[config.mk]
export PLATFORM = sky130hd
export DESIGN_NAME = snap_trunk_tlv_parser
export DESIGN_NICKNAME = d
export VERILOG_FILES = /design/src/stp_pkg.sv /design/src/stp_parse.sv /design/src/stp_result_fifo.sv /design/src/snap_trunk_tlv_parser.sv
export SDC_FILE = /design/constraint.sdc
export NUM_CORES = 1
export LEC_CHECK = 0
export BUFFER_PORTS_ARGS = -buffer_cell sky130_fd_sc_hd__buf_4
export CAP_MARGIN = 30
export CORE_MARGIN = 1.5
export CORE_UTILIZATION = 50
export CTS_CLUSTER_DIAMETER = 80
export DETAILED_ROUTE_END_ITERATION = 6
export MAX_ROUTING_LAYER = met4
export PLACE_DENSITY = 0.74
export SKIP_CTS_REPAIR_TIMING = 1
export SKIP_LAST_GASP = 1
export SLEW_MARGIN = 5
export SYNTH_ARGS = -nofsm -noshare
export SYNTH_HDL_FRONTEND = slang
export SYNTH_SLANG_ARGS = --single-unit
[constraint.sdc]
create_clock -name clk -period 13.95 [get_ports clk]
set_input_delay 2.79 -clock clk [delete_from_list [all_inputs] [get_ports clk]]
set_output_delay 2.79 -clock clk [all_outputs]
set_load 0.01 [all_outputs]
[src/stp_pkg.sv]
`timescale 1ns / 1ps
`default_nettype none

package stp_pkg;

	// Result kinds.
	localparam logic [2:0] KIND_VERSION = 3'd0;
	localparam logic [2:0] KIND_DOMAIN  = 3'd1;
	localparam logic [2:0] KIND_STATUS  = 3'd2;
	localparam logic [2:0] KIND_TRUNK   = 3'd3;
	localparam logic [2:0] KIND_ADDR    = 3'd4;
	localparam logic [2:0] KIND_END     = 3'd5;

	// Frame end status codes.
	localparam logic [2:0] ST_OK        = 3'd0;
	localparam logic [2:0] ST_SHORT     = 3'd1;
	localparam logic [2:0] ST_MISMATCH  = 3'd2;
	localparam logic [2:0] ST_BAD_LEN   = 3'd3;
	localparam logic [2:0] ST_LIMIT     = 3'd4;
	localparam logic [2:0] ST_TRUNCATED = 3'd5;

	// Record types.
	localparam logic [15:0] REC_DOMAIN = 16'h0001;
	localparam logic [15:0] REC_STATUS = 16'h0002;
	localparam logic [15:0] REC_TRUNK  = 16'h0003;
	localparam logic [15:0] REC_NEIGH  = 16'h0004;

	// Configuration register indexes.
	localparam logic [1:0] CFG_ORG_CODE     = 2'd0;
	localparam logic [1:0] CFG_PROTOCOL_ID  = 2'd1;
	localparam logic [1:0] CFG_RECORD_LIMIT = 2'd2;
	localparam logic [1:0] CFG_DOMAIN_LIMIT = 2'd3;

	// Configuration reset values.
	localparam logic [23:0] ORG_CODE_RESET     = 24'h00000C;
	localparam logic [15:0] PROTOCOL_ID_RESET  = 16'h2004;
	localparam logic [7:0]  RECORD_LIMIT_RESET = 8'd8;
	localparam logic [7:0]  DOMAIN_LIMIT_RESET = 8'd63;

	localparam logic [15:0] MIN_FRAME_LEN = 16'd9;
	localparam int          FIFO_DEPTH_DEFAULT = 4;

	typedef struct packed {
		logic [7:0]  data_byte;
		logic [15:0] frame_length;
		logic        end_of_frame;
	} item_t;

	typedef struct packed {
		logic [23:0] org_code;
		logic [15:0] protocol_id;
		logic [7:0]  record_limit;
		logic [7:0]  domain_limit;
	} cfg_t;

	typedef struct packed {
		logic [2:0]  kind;
		logic [47:0] value;
		logic [2:0]  status;
		logic        last;
	} result_t;

	// Up to two results come out of one item, the first always filled first.
	typedef struct packed {
		logic    v0;
		logic    v1;
		result_t r0;
		result_t r1;
	} push_t;

endpackage

`default_nettype wire

[src/stp_parse.sv]
`timescale 1ns / 1ps
`default_nettype none

module stp_parse (
	input  wire logic          clk,
	input  wire logic          arst_n,
	input  wire logic          step_en,
	input  wire stp_pkg::item_t item,
	input  wire stp_pkg::cfg_t  cfg,
	output stp_pkg::push_t      push
);

	typedef enum logic [3:0] {
		PH_HEADER = 4'b0001,
		PH_RECHDR = 4'b0010,
		PH_RECVAL = 4'b0100,
		PH_DRAIN  = 4'b1000
	} phase_t;

	phase_t      phase_q, phase_d;
	logic [15:0] pos_q, pos_d;
	logic [15:0] len_q, len_d;
	logic [15:0] rtype_q, rtype_d;
	logic [15:0] rlen_q, rlen_d;
	logic [15:0] voff_q, voff_d;
	logic [7:0]  seen_q, seen_d;
	logic        ddone_q, ddone_d;
	logic [47:0] addr_q, addr_d;
	logic [23:0] hdr_q, hdr_d;

	logic        put_v;
	logic [2:0]  put_kind;
	logic [47:0] put_val;
	logic        cls_v;
	logic [2:0]  cls_status;
	logic        want_begin;
	logic [16:0] pos_next;
	logic [15:0] new_rlen;
	logic [15:0] rec_start;
	logic [47:0] addr_shift;
	logic [7:0]  b;

	always_comb begin
		phase_d    = phase_q;
		pos_d      = pos_q;
		len_d      = len_q;
		rtype_d    = rtype_q;
		rlen_d     = rlen_q;
		voff_d     = voff_q;
		seen_d     = seen_q;
		ddone_d    = ddone_q;
		addr_d     = addr_q;
		hdr_d      = hdr_q;
		put_v      = 1'b0;
		put_kind   = stp_pkg::KIND_VERSION;
		put_val    = '0;
		cls_v      = 1'b0;
		cls_status = stp_pkg::ST_OK;
		want_begin = 1'b0;
		b          = item.data_byte;
		pos_next   = {1'b0, pos_q} + 17'd1;
		new_rlen   = {rlen_q[7:0], b};
		rec_start  = pos_q - 16'd3;
		addr_shift = {addr_q[39:0], b};

		if (phase_q != PH_DRAIN) begin
			pos_d = pos_next[15:0];
			unique case (phase_q)
				PH_HEADER: begin
					if (pos_q == 16'd0) begin
						len_d  = item.frame_length;
						hdr_d  = '0;
						seen_d = '0;
						if (item.frame_length < stp_pkg::MIN_FRAME_LEN) begin
							cls_v      = 1'b1;
							cls_status = stp_pkg::ST_SHORT;
						end
					end else if (pos_q >= 16'd3 && pos_q <= 16'd5) begin
						hdr_d = {hdr_q[15:0], b};
						if (pos_q == 16'd5 && {hdr_q[15:0], b} != cfg.org_code) begin
							cls_v      = 1'b1;
							cls_status = stp_pkg::ST_MISMATCH;
						end
					end else if (pos_q == 16'd6) begin
						hdr_d = {16'd0, b};
					end else if (pos_q == 16'd7) begin
						hdr_d = {8'd0, hdr_q[7:0], b};
						if ({hdr_q[7:0], b} != cfg.protocol_id) begin
							cls_v      = 1'b1;
							cls_status = stp_pkg::ST_MISMATCH;
						end
					end else if (pos_q >= 16'd8) begin
						put_v      = 1'b1;
						put_kind   = stp_pkg::KIND_VERSION;
						put_val    = {40'd0, b};
						want_begin = 1'b1;
					end
				end
				PH_RECHDR: begin
					if (voff_q < 16'd2) begin
						rtype_d = {rtype_q[7:0], b};
						voff_d  = voff_q + 16'd1;
					end else if (voff_q == 16'd2) begin
						rlen_d = {8'd0, b};
						voff_d = voff_q + 16'd1;
					end else begin
						rlen_d = new_rlen;
						if (new_rlen < 16'd4 ||
						    ({1'b0, rec_start} + {1'b0, new_rlen}) > {1'b0, len_q}) begin
							cls_v      = 1'b1;
							cls_status = stp_pkg::ST_BAD_LEN;
						end else if (new_rlen == 16'd4) begin
							seen_d     = seen_q + 8'd1;
							want_begin = 1'b1;
						end else begin
							phase_d = PH_RECVAL;
							voff_d  = '0;
							ddone_d = 1'b0;
							addr_d  = '0;
						end
					end
				end
				PH_RECVAL: begin
					if (rtype_q == stp_pkg::REC_DOMAIN) begin
						if (!ddone_q && voff_q < {8'd0, cfg.domain_limit}) begin
							if (b == 8'd0) begin
								ddone_d = 1'b1;
							end else begin
								put_v    = 1'b1;
								put_kind = stp_pkg::KIND_DOMAIN;
								put_val  = {40'd0, b};
							end
						end
					end else if (rtype_q == stp_pkg::REC_STATUS ||
					             rtype_q == stp_pkg::REC_TRUNK) begin
						if (voff_q == 16'd0) begin
							put_v    = 1'b1;
							put_kind = rtype_q[2:0];
							put_val  = {40'd0, b};
						end
					end else if (rtype_q == stp_pkg::REC_NEIGH) begin
						if (voff_q < 16'd6) begin
							addr_d = addr_shift;
							if (voff_q == 16'd5) begin
								put_v    = 1'b1;
								put_kind = stp_pkg::KIND_ADDR;
								put_val  = addr_shift;
							end
						end
					end
					if (({1'b0, voff_q} + 17'd5) >= {1'b0, rlen_q}) begin
						seen_d     = seen_q + 8'd1;
						want_begin = 1'b1;
					end else begin
						voff_d = voff_q + 16'd1;
					end
				end
				PH_DRAIN: begin
				end
			endcase

			// A record may start only if its four header bytes fit in the frame.
			if (want_begin) begin
				if (({1'b0, pos_next} + 18'd4) > {2'd0, len_q}) begin
					cls_v      = 1'b1;
					cls_status = stp_pkg::ST_OK;
				end else if (seen_d >= cfg.record_limit) begin
					cls_v      = 1'b1;
					cls_status = stp_pkg::ST_LIMIT;
				end else begin
					phase_d = PH_RECHDR;
					voff_d  = '0;
					rtype_d = '0;
					rlen_d  = '0;
				end
			end

			if (cls_v) begin
				phase_d = PH_DRAIN;
			end else if (item.end_of_frame) begin
				cls_v      = 1'b1;
				cls_status = stp_pkg::ST_TRUNCATED;
			end
		end

		if (item.end_of_frame) begin
			phase_d = PH_HEADER;
			pos_d   = '0;
		end
	end

	always_comb begin
		push.v0        = put_v || cls_v;
		push.v1        = put_v && cls_v;
		push.r1.kind   = stp_pkg::KIND_END;
		push.r1.value  = '0;
		push.r1.status = cls_status;
		push.r1.last   = 1'b1;
		if (put_v) begin
			push.r0.kind   = put_kind;
			push.r0.value  = put_val;
			push.r0.status = stp_pkg::ST_OK;
			push.r0.last   = 1'b0;
		end else begin
			push.r0 = push.r1;
		end
		if (!step_en) begin
			push.v0 = 1'b0;
			push.v1 = 1'b0;
		end
	end

	always_ff @(posedge clk or negedge arst_n) begin
		if (!arst_n) begin
			phase_q <= PH_HEADER;
			pos_q   <= '0;
			len_q   <= '0;
			rtype_q <= '0;
			rlen_q  <= '0;
			voff_q  <= '0;
			seen_q  <= '0;
			ddone_q <= 1'b0;
			addr_q  <= '0;
			hdr_q   <= '0;
		end else if (step_en) begin
			phase_q <= phase_d;
			pos_q   <= pos_d;
			len_q   <= len_d;
			rtype_q <= rtype_d;
			rlen_q  <= rlen_d;
			voff_q  <= voff_d;
			seen_q  <= seen_d;
			ddone_q <= ddone_d;
			addr_q  <= addr_d;
			hdr_q   <= hdr_d;
		end
	end

endmodule

`default_nettype wire

[src/stp_result_fifo.sv]
`timescale 1ns / 1ps
`default_nettype none

module stp_result_fifo #(
	parameter int DEPTH = stp_pkg::FIFO_DEPTH_DEFAULT
) (
	input  wire logic           clk,
	input  wire logic           arst_n,
	input  wire stp_pkg::push_t push,
	output logic                can_take,
	output logic                out_valid,
	input  wire logic           out_ready,
	output stp_pkg::result_t    head
);

	localparam int PW = $clog2(DEPTH);
	localparam int CW = $clog2(DEPTH + 1);

	stp_pkg::result_t mem_q [DEPTH];
	logic [PW-1:0] wr_ptr_q, rd_ptr_q;
	logic [CW-1:0] count_q;
	logic [PW-1:0] wr_ptr_1, wr_ptr_2;
	logic          pop;
	logic [CW-1:0] push_n;

	function automatic logic [PW-1:0] ptr_inc(input logic [PW-1:0] p);
		if (p == PW'(DEPTH - 1)) begin
			return '0;
		end
		return p + PW'(1);
	endfunction

	assign wr_ptr_1  = ptr_inc(wr_ptr_q);
	assign wr_ptr_2  = ptr_inc(wr_ptr_1);
	assign pop       = out_valid && out_ready;
	assign push_n    = CW'(push.v0) + CW'(push.v1);
	assign out_valid = count_q != '0;
	assign head      = mem_q[rd_ptr_q];
	// Room for the two results one item may bring, regardless of this cycle's pop.
	assign can_take  = count_q <= CW'(DEPTH - 2);

	always_ff @(posedge clk) begin
		if (push.v0) begin
			mem_q[wr_ptr_q] <= push.r0;
		end
		if (push.v1) begin
			mem_q[wr_ptr_1] <= push.r1;
		end
	end

	always_ff @(posedge clk or negedge arst_n) begin
		if (!arst_n) begin
			wr_ptr_q <= '0;
			rd_ptr_q <= '0;
			count_q  <= '0;
		end else begin
			if (push.v1) begin
				wr_ptr_q <= wr_ptr_2;
			end else if (push.v0) begin
				wr_ptr_q <= wr_ptr_1;
			end
			if (pop) begin
				rd_ptr_q <= ptr_inc(rd_ptr_q);
			end
			count_q <= count_q + push_n - CW'(pop);
		end
	end

endmodule

`default_nettype wire

[src/snap_trunk_tlv_parser.sv]
`timescale 1ns / 1ps
`default_nettype none

// SNAP trunk TLV parser.
// Input channel (in_valid/in_ready) takes one frame byte per item with the frame
// length, sampled on a frame's first byte, and an end_of_frame flag on its last.
// Output channel (out_valid/out_ready) gives one result per handshake: version, domain
// characters, status, trunk type, neighbour address, then one frame end result
// with last_result set and the closing status.
// Configuration (cfg_valid/cfg_ready, cfg_index, cfg_data) is always ready and
// writes one register per handshake; write it only while the block is idle.
// A byte is registered in the input register on acceptance and parsed from there
// once the result queue has room; its results are written to the queue, whose
// registered head drives the output.
// Throughput is one byte per cycle while the result queue has room; a byte that
// yields two results writes both into the queue at once, and the queue absorbs
// them. When the receiver stalls the queue fills and in_ready falls while a
// byte waits in the input register and fewer than two queue entries are free.
// Reset loads the default configuration, puts the parser at the start of a
// frame and empties the result queue.
module snap_trunk_tlv_parser #(
	parameter int FIFO_DEPTH = stp_pkg::FIFO_DEPTH_DEFAULT
) (
	input  wire logic        clk,
	input  wire logic        arst_n,
	input  wire logic        in_valid,
	output logic             in_ready,
	input  wire logic [7:0]  data_byte,
	input  wire logic [15:0] frame_length,
	input  wire logic        end_of_frame,
	output logic             out_valid,
	input  wire logic        out_ready,
	output logic [2:0]       field_kind,
	output logic [47:0]      field_value,
	output logic [2:0]       end_status,
	output logic             last_result,
	input  wire logic        cfg_valid,
	output logic             cfg_ready,
	input  wire logic [1:0]  cfg_index,
	input  wire logic [23:0] cfg_data
);

	stp_pkg::cfg_t    cfg_q;
	stp_pkg::item_t   item_s1;
	logic             valid_s1;
	logic             step_en;
	logic             can_take;
	stp_pkg::push_t   push;
	stp_pkg::result_t head;

	assign cfg_ready = 1'b1;
	assign step_en   = valid_s1 && can_take;
	assign in_ready  = !valid_s1 || step_en;

	always_ff @(posedge clk or negedge arst_n) begin
		if (!arst_n) begin
			cfg_q.org_code     <= stp_pkg::ORG_CODE_RESET;
			cfg_q.protocol_id  <= stp_pkg::PROTOCOL_ID_RESET;
			cfg_q.record_limit <= stp_pkg::RECORD_LIMIT_RESET;
			cfg_q.domain_limit <= stp_pkg::DOMAIN_LIMIT_RESET;
		end else if (cfg_valid && cfg_ready) begin
			unique case (cfg_index)
				stp_pkg::CFG_ORG_CODE:     cfg_q.org_code     <= cfg_data;
				stp_pkg::CFG_PROTOCOL_ID:  cfg_q.protocol_id  <= cfg_data[15:0];
				stp_pkg::CFG_RECORD_LIMIT: cfg_q.record_limit <= cfg_data[7:0];
				stp_pkg::CFG_DOMAIN_LIMIT: cfg_q.domain_limit <= cfg_data[7:0];
			endcase
		end
	end

	always_ff @(posedge clk or negedge arst_n) begin
		if (!arst_n) begin
			valid_s1 <= 1'b0;
		end else if (in_valid && in_ready) begin
			valid_s1 <= 1'b1;
		end else if (step_en) begin
			valid_s1 <= 1'b0;
		end
	end

	always_ff @(posedge clk) begin
		if (in_valid && in_ready) begin
			item_s1.data_byte    <= data_byte;
			item_s1.frame_length <= frame_length;
			item_s1.end_of_frame <= end_of_frame;
		end
	end

	stp_parse u_parse (
		.clk     (clk),
		.arst_n  (arst_n),
		.step_en (step_en),
		.item    (item_s1),
		.cfg     (cfg_q),
		.push    (push)
	);

	stp_result_fifo #(
		.DEPTH (FIFO_DEPTH)
	) u_fifo (
		.clk       (clk),
		.arst_n    (arst_n),
		.push      (push),
		.can_take  (can_take),
		.out_valid (out_valid),
		.out_ready (out_ready),
		.head      (head)
	);

	assign field_kind  = head.kind;
	assign field_value = head.value;
	assign end_status  = head.status;
	assign last_result = head.last;

endmodule

`default_nettype wire

# ---- Word level (Yosys, flattened, before mapping)
# Memory sizes are Yosys's and may differ from the RTL's.
# Index checks and enable logic that the tools add are counted.
dict set report word_totals {
  ff_bits 238
  ramBits 220
  input_bits 56
  output_inout_bits 58
  word_cells 278
  memories 1
}
# name words word_bits rd rd_clocked_by_memory_dff wr line
set mem_list {}
lappend mem_list {u_fifo.mem_q 4 55 1 0 2 stp_result_fifo.sv:19} ;# stp_pkg::result_t mem_q [DEPTH];
dict set report classes {
  n_addsub 13
  magnitude_cmp 13
  n_eq_ne 33
  mux 164
  n_reduce_logical 33
}
# operator n
set ops {}
lappend ops {{two-way mux 48 bit} 11}
lappend ops {{two-way mux 16 bit} 25}
lappend ops {{two-way mux 40 bit} 8}
lappend ops {{== test 16 x 3 -> 1 bit (second input constant)} 6}
lappend ops {{one-hot mux 48 bit (2 select lines)} 1}
lappend ops {{two-way mux 8 bit} 10}
lappend ops {{one-hot mux 40 bit (2 select lines)} 1}
lappend ops {{two-way mux 3 bit} 21}
lappend ops {{two-way mux 1 bit} 56}
lappend ops {{two-way mux 55 bit} 1}
lappend ops {{== test 16 x 2 -> 1 bit (second input constant)} 3}
lappend ops {{two-way mux 4 bit} 11}
lappend ops {{logical NOT 16 bit} 2}
lappend ops {{less-than comparator 16 x 3 -> 1 bit (second input constant)} 2}
lappend ops {{one-hot mux 16 bit (2 select lines)} 1}
lappend ops {{two-way mux 2 bit} 12}
lappend ops {{inequality test 24 bit} 1}
lappend ops {{one-hot mux 8 bit (3 select lines)} 1}
lappend ops {{adder 17 x 3 -> 18 bit (second input constant)} 1}
lappend ops {{> comparator 18 x 16 -> 1 bit} 1}
lappend ops {{adder 16 x 1 -> 17 bit (second input constant)} 1}
lappend ops {{adder 16 x 16 -> 17 bit} 1}
lappend ops {{adder 16 x 3 -> 17 bit (second input constant)} 1}
lappend ops {{greater-or-equal comparator 17 x 16 -> 1 bit} 1}
lappend ops {{41 further kinds} 77}

# ---- Longest topological paths before layout
# Gate-level depths: netlist (run 1).
dict set report logic_depth {
  ltp_word 21
  mapped_depth 41
}

# ---- Modules after synthesis
# From an unflattened synthesis (run 1), not the netlist that was laid out.
dict set report unflattened {
  cells_unflattened 2168
  hier_area_um2 26250.2
}
# mod instances cells_each area_each_um2
set modules_own_cells {}
lappend modules_own_cells {stp_parse 1 1431 12137.9}
lappend modules_own_cells {stp_result_fifo 1 586 11182.0}
lappend modules_own_cells {snap_trunk_tlv_parser 1 151 2930.3}

# ---- Worst setup path after synthesis (run 1)
# Ideal clock, no wire load.
dict set report synth_timing {
  path_type {flip-flop to flip-flop}
  start {register u_parse.pos_q[0]}
  end {register u_fifo.count_q[2]}
  t_arrival_ps 8033
  required_ps 13827
  path_slack_ps 5795
  stages_incl_launch_ff 40
  path_buffers 2
  synth_period_minus_slack_ps 8155
  path_cell_list {dfrtp_1 -> ha_1 -> clkbuf_1 -> nor3_1 -> nand2_1 -> nor3_1 -> xor2_1 -> ha_1 -> nand2_1 -> a2bb2oi_1 -> o21ai_0 -> or4_1 -> a31o_2 -> a21oi_1 -> xnor2_1 -> ha_1 -> or2_2 -> a211oi_1 -> [4 not listed] -> a21oi_1 -> nand2_1 -> o21ai_0 -> ha_1 -> nand2b_1 -> a21oi_1 -> nor2b_1 -> o21ai_0 -> a21oi_1 -> o41a_1 -> o21ai_1 -> a211oi_4 -> buf_4 -> inv_1 -> ha_1 -> ha_1 -> fa_1 -> xnor2_1}
}
dict set report synth_between {
  elab_chain_len 21
}
# element line
set synth_lines {}
lappend synth_lines {{from (decl)} stp_parse.sv:21} ;# logic [15:0] pos_q, pos_d;
lappend synth_lines {{from (signal assigned)} stp_parse.sv:227} ;# pos_q <= pos_d;
lappend synth_lines {{subtractor 16 x 2 -> 16 bit} stp_parse.sv:63} ;# rec_start = pos_q - 16'd3;
lappend synth_lines {{adder 16 x 16 -> 17 bit} stp_parse.sv:109} ;# ({1'b0, rec_start} + {1'b0, new_rlen}) > {1'b0, len_q}) begin
lappend synth_lines {{> comparator 17 x 16 -> 1 bit} stp_parse.sv:109}
lappend synth_lines {{logical OR 1 bit} stp_parse.sv:108} ;# if (new_rlen < 16'd4 ||
lappend synth_lines {{two-way mux 8 bit} stp_parse.sv:108}
lappend synth_lines {{two-way mux 8 bit} stp_parse.sv:103} ;# end else if (voff_q == 16'd2) begin
lappend synth_lines {{two-way mux 8 bit} stp_parse.sv:100} ;# if (voff_q < 16'd2) begin
lappend synth_lines {{one-hot mux 8 bit (3 select lines)} stp_parse.sv:68} ;# unique case (phase_q)
lappend synth_lines {{[5 not listed]} -}
lappend synth_lines {{two-way mux 1 bit} stp_parse.sv:66} ;# if (phase_q != PH_DRAIN) begin
lappend synth_lines {{two-way mux 1 bit} stp_parse.sv:178} ;# if (cls_v) begin
lappend synth_lines {{two-way mux 1 bit} stp_parse.sv:66}
lappend synth_lines {{logical OR 1 bit or logical AND 1 bit (tied branches)} {stp_parse.sv:193, stp_parse.sv:194}}
lappend synth_lines {{two-way mux 2 bit (*)} stp_parse.sv:207} ;# if (!step_en) begin
lappend synth_lines {{adder 1 x 1 -> 2 bit (*)} stp_result_fifo.sv:36} ;# assign push_n = CW'(push.v0) + CW'(push.v1);
lappend synth_lines {{adder 3 bit (*)} stp_result_fifo.sv:65} ;# count_q <= count_q + push_n - CW'(pop);
lappend synth_lines {{subtractor 3 x 1 -> 3 bit (*)} stp_result_fifo.sv:65}
lappend synth_lines {{to (signal assigned)} stp_result_fifo.sv:65}
lappend synth_lines {{to (decl)} stp_result_fifo.sv:21} ;# logic [CW-1:0] count_q;
# Every way passes the cells marked *; elsewhere a longest branch is shown, timed or not. The select of a mux whose other input is x is not followed.
# A chain may end at the register's enable or synchronous reset.

==> impl_results.md, run 1 <==
* # DRC at 0
* Starting DRT DRC Count at 2013
* Slowest stage cell, crit path: o21ai_1
* Drt wl/cell at 21.7 um
* Synth Register Bits at 458
* Via Count at 18.8k
* Max Cap Viol at 0
* Clock transition at path regs at 60 ps
* Ys Warns at 0
* DP Wirelength at 41400 um
* Setup TNS Final at 0 ps
* Main synth FF type: dfxtp_1
* Max VDD drop at 0.000148 V
* Power density over cell area at 173 nW/um^2
* Post-synth EDFFs at 37
* Sequential area share after synthesis at 45.8%
* Clock Tree Root: clkbuf_16
* Die width at 218 um
* Skew final at 25.8 ps
* Status: complete, no violations
* Number of clock sinks at 458
* Clock Latency Late Sink at 600 ps
* Die ar. at 47700 sq um
* Vias in the first global route at 18.4k
* NetSw at 0.00166 W
* Crit path arrival time at 9840 ps
* Synth Area per Inst at 10.1 sq um
* Post-synthesis net count at 2455
* Crit path max fanout at 29
* Slew Viols, Final at 0
* TritonCTS clock tree: yes
* Yosys top cell by area: dfrtp_1
* Gate power share at 36.1%
* Leak at 11.1 nW
* Die Y at 218 um
* Sequential cell area at 10600 sq um
* Area Growth Syn to Fin at 12.6%
* Final hold violation count at 0
* Gpl congestion at 0.941
* Setup crit end kind: flip-flop
* Placement Rows at 78
* Global route overflow at 0
* Largest stage delay, worst path at 710 ps
* Post-DRT Antenna Nets at 0
* Period utilisation layout at 68.2%
* I/O pin cnt at 114
* H-tree depth at 2
* DRT Pass-1 Iters at 7
* Post-synth cell types at 73
* Multi-input gate area at 11600 sq um
* Pint at 0.00285 W
* Hold Path Class: flip-flop to flip-flop
* Setup Crit Path Kind: flip-flop to flip-flop
* Synthesized area at 23200 sq um
* Core Region at 45600 sq um
* Routed WL at 64200 um
* First-pass GRT wire length at 102000 um
* Final Setup Violations at 0
* TritonCTS buffer count at 48
* Initial Util at 50.9%
* Seq pwr share at 35.1%
* Final #Nets at 2485
* Clk buf depth at 3
* Synth top area cells: dfrtp_1 (22%), dfxtp_1 (18%), ha_1 (5.8%)
* GRT Total Usage at 27.8%
* Fraction of registers with async set/reset at 46.5%
* Layout cells sized above 1 at 16.8%
* Initial antenna violation count at 1
* Slew HR at 35.8%
* Worst setup SP type: flip-flop
* Gate Count Post-Synth at 2289
* Maximum clock frequency at 0.105 GHz
* Most used cell, CP: a21oi_1
* Yosys top cell area share at 21.7%
* Sw Ratio at 36.8%
* Min Tclk post-route at 9520 ps
* Util after Layout at 57.4%
* IO Port Bufs at 112
* Clock power share at 28.7%
* Largest net degree at the start of global routing at 108
* Vias per inst at 6.36
* Worst slew pin tran at 963 ps
* Fill count at 3819
* RSZ-0062 raised after global routing: false
* Worst Path Required at 14270 ps
==> stage by stage <==
stage               setup WS [ps]  instances  instance area [sq um]  hold WS (ps)  total power, W
floorplan                    5790       2289                  23200           428         0.00273
global placement             4750       2859                  24400           436         0.00314
detailed placement           4560       2862                  24400           452         0.00321
CTS                          4550       2952                  26000           458         0.00451
global route                 3680       2960                  26100           476         0.00477
finish                       4430       2960                  26100           459         0.00452
==> area by class of cell <==
class                   count  share of cell area, %
multi-input cells        1567                   44.2
flip-flops and latches    458                   40.6
clock buffers              72                   5.57
repair buffers            153                   4.75
well taps                 600                   2.87
inverters                  91                   1.31
clock inverters            18                  0.637
diodes                      1                0.00957
==> critical path, delay by kind of cell (launching register included) <==
kind / cells / cell delay, ps
AO/OA/AOI/OAI: 17 / 4650
AND/OR/NAND/NOR: 10 / 2480
adder cells (fa/ha/maj): 3 / 760
flip-flops: 1 / 570
buffers and inverters: 1 / 460
XOR/XNOR: 2 / 320
==> power by group through the flow <==
stage | Sequential (W) | Clock, W | Combinational [W]
final | 0.00159 | 0.00130 | 0.00163
after global routing | 0.00161 | 0.00137 | 0.00179
after detailed placement | 0.00161 | 0 | 0.00159
after floorplan | 0.00155 | 0 | 0.00118
after CTS | 0.00159 | 0.00131 | 0.00161
after global placement | 0.00161 | 0 | 0.00154
==> synthesized netlist by cell type (all sizes together), types with 4 or more instances <==
| cell type | n |
|---|---|
| dfstp | 12 |
| or2 | 8 |
| and2 | 13 |
| a32oi | 150 |
| nand3b | 7 |
| nor3 | 31 |
| clkbuf | 124 |
| o21ai | 105 |
| ha | 108 |
| mux4 | 55 |
| buf | 49 |
| a22oi | 49 |
| and3 | 21 |
| dfxtp | 208 |
| a21oi | 65 |
| dfrtp | 201 |
| o21a | 6 |
| a31o | 6 |
| or3 | 12 |
| a22o | 74 |
| nor2b | 14 |
| a21o | 15 |
| xor2 | 28 |
| nor3b | 6 |
| o21bai | 4 |
| nand4 | 31 |
| xnor2 | 74 |
| nand3 | 53 |
| o31ai | 11 |
| inv | 90 |
| nand2 | 137 |
| mux2 | 74 |
| edfxtp | 37 |
| a31oi | 18 |
| or4 | 5 |
| nand2b | 10 |
| nor4 | 21 |
| a211oi | 13 |
| nor2 | 288 |
| o211ai | 5 |
| and4 | 5 |
| mux2i | 6 |
==> worst paths after layout <==
check	from	end	slack [ps]	cells after the start
worst max-delay path	u_parse.pos_q[5]$_DFFE_PN0P_	u_fifo.mem_q[3][2]$_DFFE_PP_	4430	33
worst min-delay path	u_fifo.mem_q[3][53]$_SDFFE_PP0N_	u_fifo.mem_q[3][53]$_SDFFE_PP0N_	460	2
worst max register to register	u_parse.pos_q[5]$_DFFE_PN0P_	u_fifo.mem_q[3][2]$_DFFE_PP_	4430	33
worst min register to register	u_fifo.mem_q[3][53]$_SDFFE_PP0N_	u_fifo.mem_q[3][53]$_SDFFE_PP0N_	460	2
max in group asynchronous	arst_n	u_fifo.rd_ptr_q[1]$_DFFE_PN0P_	10430	2
min in group asynchronous	arst_n	u_parse.pos_q[5]$_DFFE_PN0P_	2230	1
==> placed cells by master (no fill, tap or decap), types with 8 or more instances in the layout <==
| master | synthesis | routed |
|---|---|---|
| xor2_1 | 28 | 28 |
| clkbuf_16 | 0 | 52 |
| edfxtp_1 | 37 | 37 |
| xnor2_1 | 74 | 74 |
| dfxtp_1 | 208 | 208 |
| a211oi_1 | 12 | 12 |
| a22o_1 | 74 | 74 |
| nand2b_1 | 10 | 10 |
| nand3_1 | 53 | 53 |
| a32oi_1 | 150 | 150 |
| clkbuf_8 | 0 | 8 |
| nand4_1 | 31 | 31 |
| dfstp_2 | 12 | 12 |
| mux2_2 | 74 | 74 |
| o31ai_1 | 11 | 11 |
| nor3_1 | 31 | 31 |
| a31oi_1 | 18 | 18 |
| nor2_1 | 288 | 286 |
| nor4_1 | 21 | 20 |
| o21ai_1 | 10 | 9 |
| a21oi_1 | 65 | 65 |
| inv_1 | 90 | 90 |
| ha_1 | 108 | 108 |
| clkbuf_1 | 124 | 12 |
| and2_1 | 13 | 9 |
| o21ai_0 | 95 | 95 |
| or3_1 | 12 | 12 |
| clkinv_2 | 0 | 10 |
| a22oi_1 | 49 | 49 |
| mux4_2 | 55 | 55 |
| buf_4 | 6 | 147 |
| dfrtp_1 | 201 | 199 |
| nand2_1 | 137 | 137 |
| and3_1 | 21 | 19 |
| nor2b_1 | 14 | 14 |
| a21o_1 | 15 | 15 |
==> cell families after synthesis <==
family | after synthesis | synth area share, %
mux | 135 | 9.19
flops | 458 | 45.8
xor+xnor | 102 | 3.85
fa+ha+maj | 110 | 5.99
buf+inv | 264 | 4.59
compound gates | 554 | 17.5
other cells | 1 | 0.0162
simple gates | 665 | 13.1
==> flip-flops by register name (all words and copies together) (netlist names) <==
name / flops
u_parse.seen_q: 8
u_parse.voff_q: 16
u_fifo.wr_ptr_q: 2
u_fifo.rd_ptr_q: 2
cfg_q: 56
valid_s1: 1
u_parse.len_q: 16
u_parse.rtype_q: 16
u_parse.phase_q: 4
u_fifo.count_q: 3
u_parse.pos_q: 16
u_parse.hdr_q: 16
u_parse.ddone_q: 1
u_parse.addr_q: 40
u_fifo.mem_q: 220
item_s1: 25
u_parse.rlen_q: 16
==> routing by layer <==
| layer | track usage [%] | vias to the layer above | part of all wire [%] |
|---|---|---|---|
| li1 | - | 8524 | - |
| met3 | 5.19 | 118 | 8.4 |
| met2 | 42.4 | 868 | 46 |
| met5 | - | - | 0 |
| met4 | 8.62 | 0 | 2.5 |
| met1 | 37.4 | 9306 | 43 |
Power figures use the tool's default switching activity.
==> run 2: changes to the inputs <==
--- a/config.mk
+++ b/config.mk
@@ -12,7 +12,7 @@
 export CTS_CLUSTER_DIAMETER = 80
 export DETAILED_ROUTE_END_ITERATION = 6
 export MAX_ROUTING_LAYER = met4
-export PLACE_DENSITY = 0.74
+export PLACE_DENSITY = 0.77
 export SKIP_CTS_REPAIR_TIMING = 1
 export SKIP_LAST_GASP = 1
 export SLEW_MARGIN = 5
==> constraint.sdc (replaced) <==
create_clock -name clk -period 8.7 [get_ports clk]
set_input_delay 1.74 -clock clk [delete_from_list [all_inputs] [get_ports clk]]
set_output_delay 1.74 -clock clk [all_outputs]
set_load 0.01 [all_outputs]
==> run 2 against run 1 <==
Effect of this change: flip-flop and latch count unchanged; clock skew down 10 ps; hold slack worse by 6.8 ps; final cell count up 0.51%; wire length up 0.72%; register-to-register slack worse by 3900 ps; maximum frequency up 17%.
==> impl_results.md, run 2 (synthesized netlist as in run 1, its figures left out) <==
* Worst Hold Path Cells at 2 (unchanged)
* Sw Ratio at 36.7% (was 36.8%)
* Max VDD drop at 0.000287 V (was 0.000148 V)
* I/O pin cnt at 114 (unchanged)
* Via Count at 19.1k (was 18.8k)
* Initial antenna violation count at 0 (was 1)
* Worst Path Required at 9180 ps (was 14270 ps)
* TritonCTS clock tree: yes (unchanged)
* Worst setup SP type: flip-flop (unchanged)
* Largest register FFs at 220 (unchanged)
* Clock Tree Root: clkbuf_16 (unchanged)
* Final #Nets at 2500 (was 2485)
* Setup Crit Path Kind: flip-flop to flip-flop (unchanged)
* Cell Area, Placed at 24600 sq um (was 24400 sq um)
* Gpl congestion at 0.947 (was 0.941)
* Drt wl/cell at 21.7 um (about the same)
* Largest registers: u_fifo.mem_q: 220 flops, cfg_q: 56 flops, u_parse.addr_q: 40 flops (unchanged)
* Skew final at 15.4 ps (was 25.8 ps)
* Commonest cells after routing, fill and taps aside: nor2_1 (286), dfxtp_1 (208), dfrtp_1 (197) (was nor2_1 (286), dfxtp_1 (208), dfrtp_1 (199))
* Final worst slack at 533 ps (was 4430 ps)
* Starting DRT DRC Count at 2143 (was 2013)
* Clock transition at path regs at 60 ps (about the same)
* Die width at 218 um (unchanged)
* Most common cell after layout, fill and taps aside: nor2_1 (unchanged)
* Worst slack, placed at 39.1 ps (was 4560 ps)
* Gate power share at 36.9% (was 36.1%)
* R2R depth at 38 (was 33)
* Top reg by flops: u_fifo.mem_q (unchanged)
* Die ar. at 47700 sq um (unchanged)
* Clock power share at 29.2% (was 28.7%)
* Die Y at 218 um (unchanged)
* Clock Latency Late Sink at 600 ps (about the same)
* RSZ-0062 raised after global routing: false (unchanged)
* TritonCTS buffer count at 49 (was 48)
* H-tree depth at 2 (unchanged)
* Largest net degree at the start of global routing at 96 (was 108)
* GRT Total Usage at 27.6% (was 27.8%)
* IO Port Bufs at 112 (unchanged)
* Post-DRT Antenna Nets at 0 (unchanged)
* Most used cell, CP: ha_1 (was a21oi_1)
* Maximum clock frequency at 0.122 GHz (was 0.105 GHz)
* Area Growth Syn to Fin at 13.6% (was 12.6%)
* Setup crit end kind: flip-flop (unchanged)
* Final Setup Violations at 0 (unchanged)
* Ant. Diodes at 0 (was 1)
* Layout cells sized above 1 at 17.6% (was 16.8%)
* Initial Util at 50.9% (unchanged)
* Max Cap Viol at 0 (unchanged)
* Largest stage delay, worst path at 440 ps (was 710 ps)
* Clk buf depth at 3 (unchanged)
* Global route overflow at 0 (unchanged)
* Slowest stage cell, crit path: dfrtp_2 (was o21ai_1)
* NetSw at 0.00275 W (was 0.00166 W)
* Setup TNS Final at 0 ps (unchanged)
* Vias in the first global route at 18.7k (was 18.4k)
* Design Area, Final at 26400 sq um (was 26100 sq um)
* Vias per inst at 6.42 (was 6.36)
* Hold Path Class: flip-flop to flip-flop (unchanged)
* Leak at 11.3 nW (was 11.1 nW)
* Pint at 0.00473 W (was 0.00285 W)
* Crit path max fanout at 10 (was 29)
* Core Region at 45600 sq um (unchanged)
* DP Wirelength at 42200 um (was 41400 um)
* DRT Pass-1 Iters at 6 (was 7)
* Seq pwr share at 33.9% (was 35.1%)
* Min Tclk post-route at 8170 ps (was 9520 ps)
* Power density over cell area at 284 nW/um^2 (was 173 nW/um^2)
* Final hold violation count at 0 (unchanged)
* Placement Rows at 78 (unchanged)
* Crit path arrival time at 8640 ps (was 9840 ps)
* Slew Viols, Final at 0 (unchanged)
* Status: complete, no violations (unchanged)
* Number of clock sinks at 458 (unchanged)
* Period utilisation layout at 93.9% (was 68.2%)
* Routed WL at 64600 um (was 64200 um)
* Slew HR at 32.5% (was 35.8%)
* Worst slew pin tran at 1010 ps (was 963 ps)
* # DRC at 0 (unchanged)
* First-pass GRT wire length at 102000 um (about the same)
[run 2: changes by cell type in the layout (fill, tap and decap cells not counted), moves of 3 or more]
cell / change
bufinv_16: +4
and2_4: +4
and2_2: -4
buf_4: +11
buf_12: +4
inv_6: +3
[run 2: area by class of cell]
cell class	instances	area, sq um
Fill cell	3701	19200
Multi-Input combinational cell	1567	11600
Sequential cell	458	10600
Clock buffer	68	1400
Timing Repair Buffer	167	1360
Tap cell	600	751
Inverter	91	342
Clock inverter	24	293
[run 2: worst paths after layout]
path | start | slack (ps) | endpoint
max | u_parse.pos_q[0]$_DFFE_PN0P_ | 530 | u_fifo.count_q[2]$_DFF_PN0_
min | u_fifo.mem_q[3][53]$_SDFFE_PP0N_ | 450 | u_fifo.mem_q[3][53]$_SDFFE_PP0N_
max reg2reg | u_parse.pos_q[0]$_DFFE_PN0P_ | 530 | u_fifo.count_q[2]$_DFF_PN0_
min reg2reg | u_fifo.mem_q[3][53]$_SDFFE_PP0N_ | 450 | u_fifo.mem_q[3][53]$_SDFFE_PP0N_
max in group asynchronous | arst_n | 6290 | cfg_q[1]$_DFFE_PN1P_
min in group asynchronous | arst_n | 1160 | u_parse.addr_q[26]$_DFFE_PN0P_
[run 2: routing by layer]
metal | wire, um | global-route usage, % | vias to the layer above
li1 | - | - | 8559
met1 | 26800 | 36.5 | 9448
met2 | 30200 | 43.0 | 949
met3 | 5620 | 4.41 | 150
met4 | 1960 | 10.0 | 0
met5 | 0 | - | -
[run 2: through the flow]
stage | utilization, % | hold slack [ps] | instances | power, W
6_report | 57.9 | 452 | 2975 | 0.00748
3_3_place_gp | 53.8 | 435 | 2875 | 0.00515
4_1_cts | 57.7 | 452 | 2973 | 0.00743
5_1_grt | 57.9 | 474 | 2975 | 0.00788
3_5_place_dp | 54.0 | 444 | 2881 | 0.00525
2_1_floorplan | - | 428 | 2289 | 0.00438
[run 2: power groups by stage]
stage	Sequential [W]	Clock, W	Combinational (W)
finish	0.00254	0.00219	0.00276
CTS	0.00253	0.00221	0.00269
global placement	0.00256	0	0.00259
detailed placement	0.00257	0	0.00267
floorplan	0.00249	0	0.00189
global route	0.00256	0.00230	0.00303
[run 2: critical path, delay by kind of cell (launching register included)]
kind	cells	cell delay, ps
simple gates	6	1190
xor+xnor	2	220
fa+ha+maj	7	1920
compound gates	20	3840
buf+inv	3	440
flops	1	440
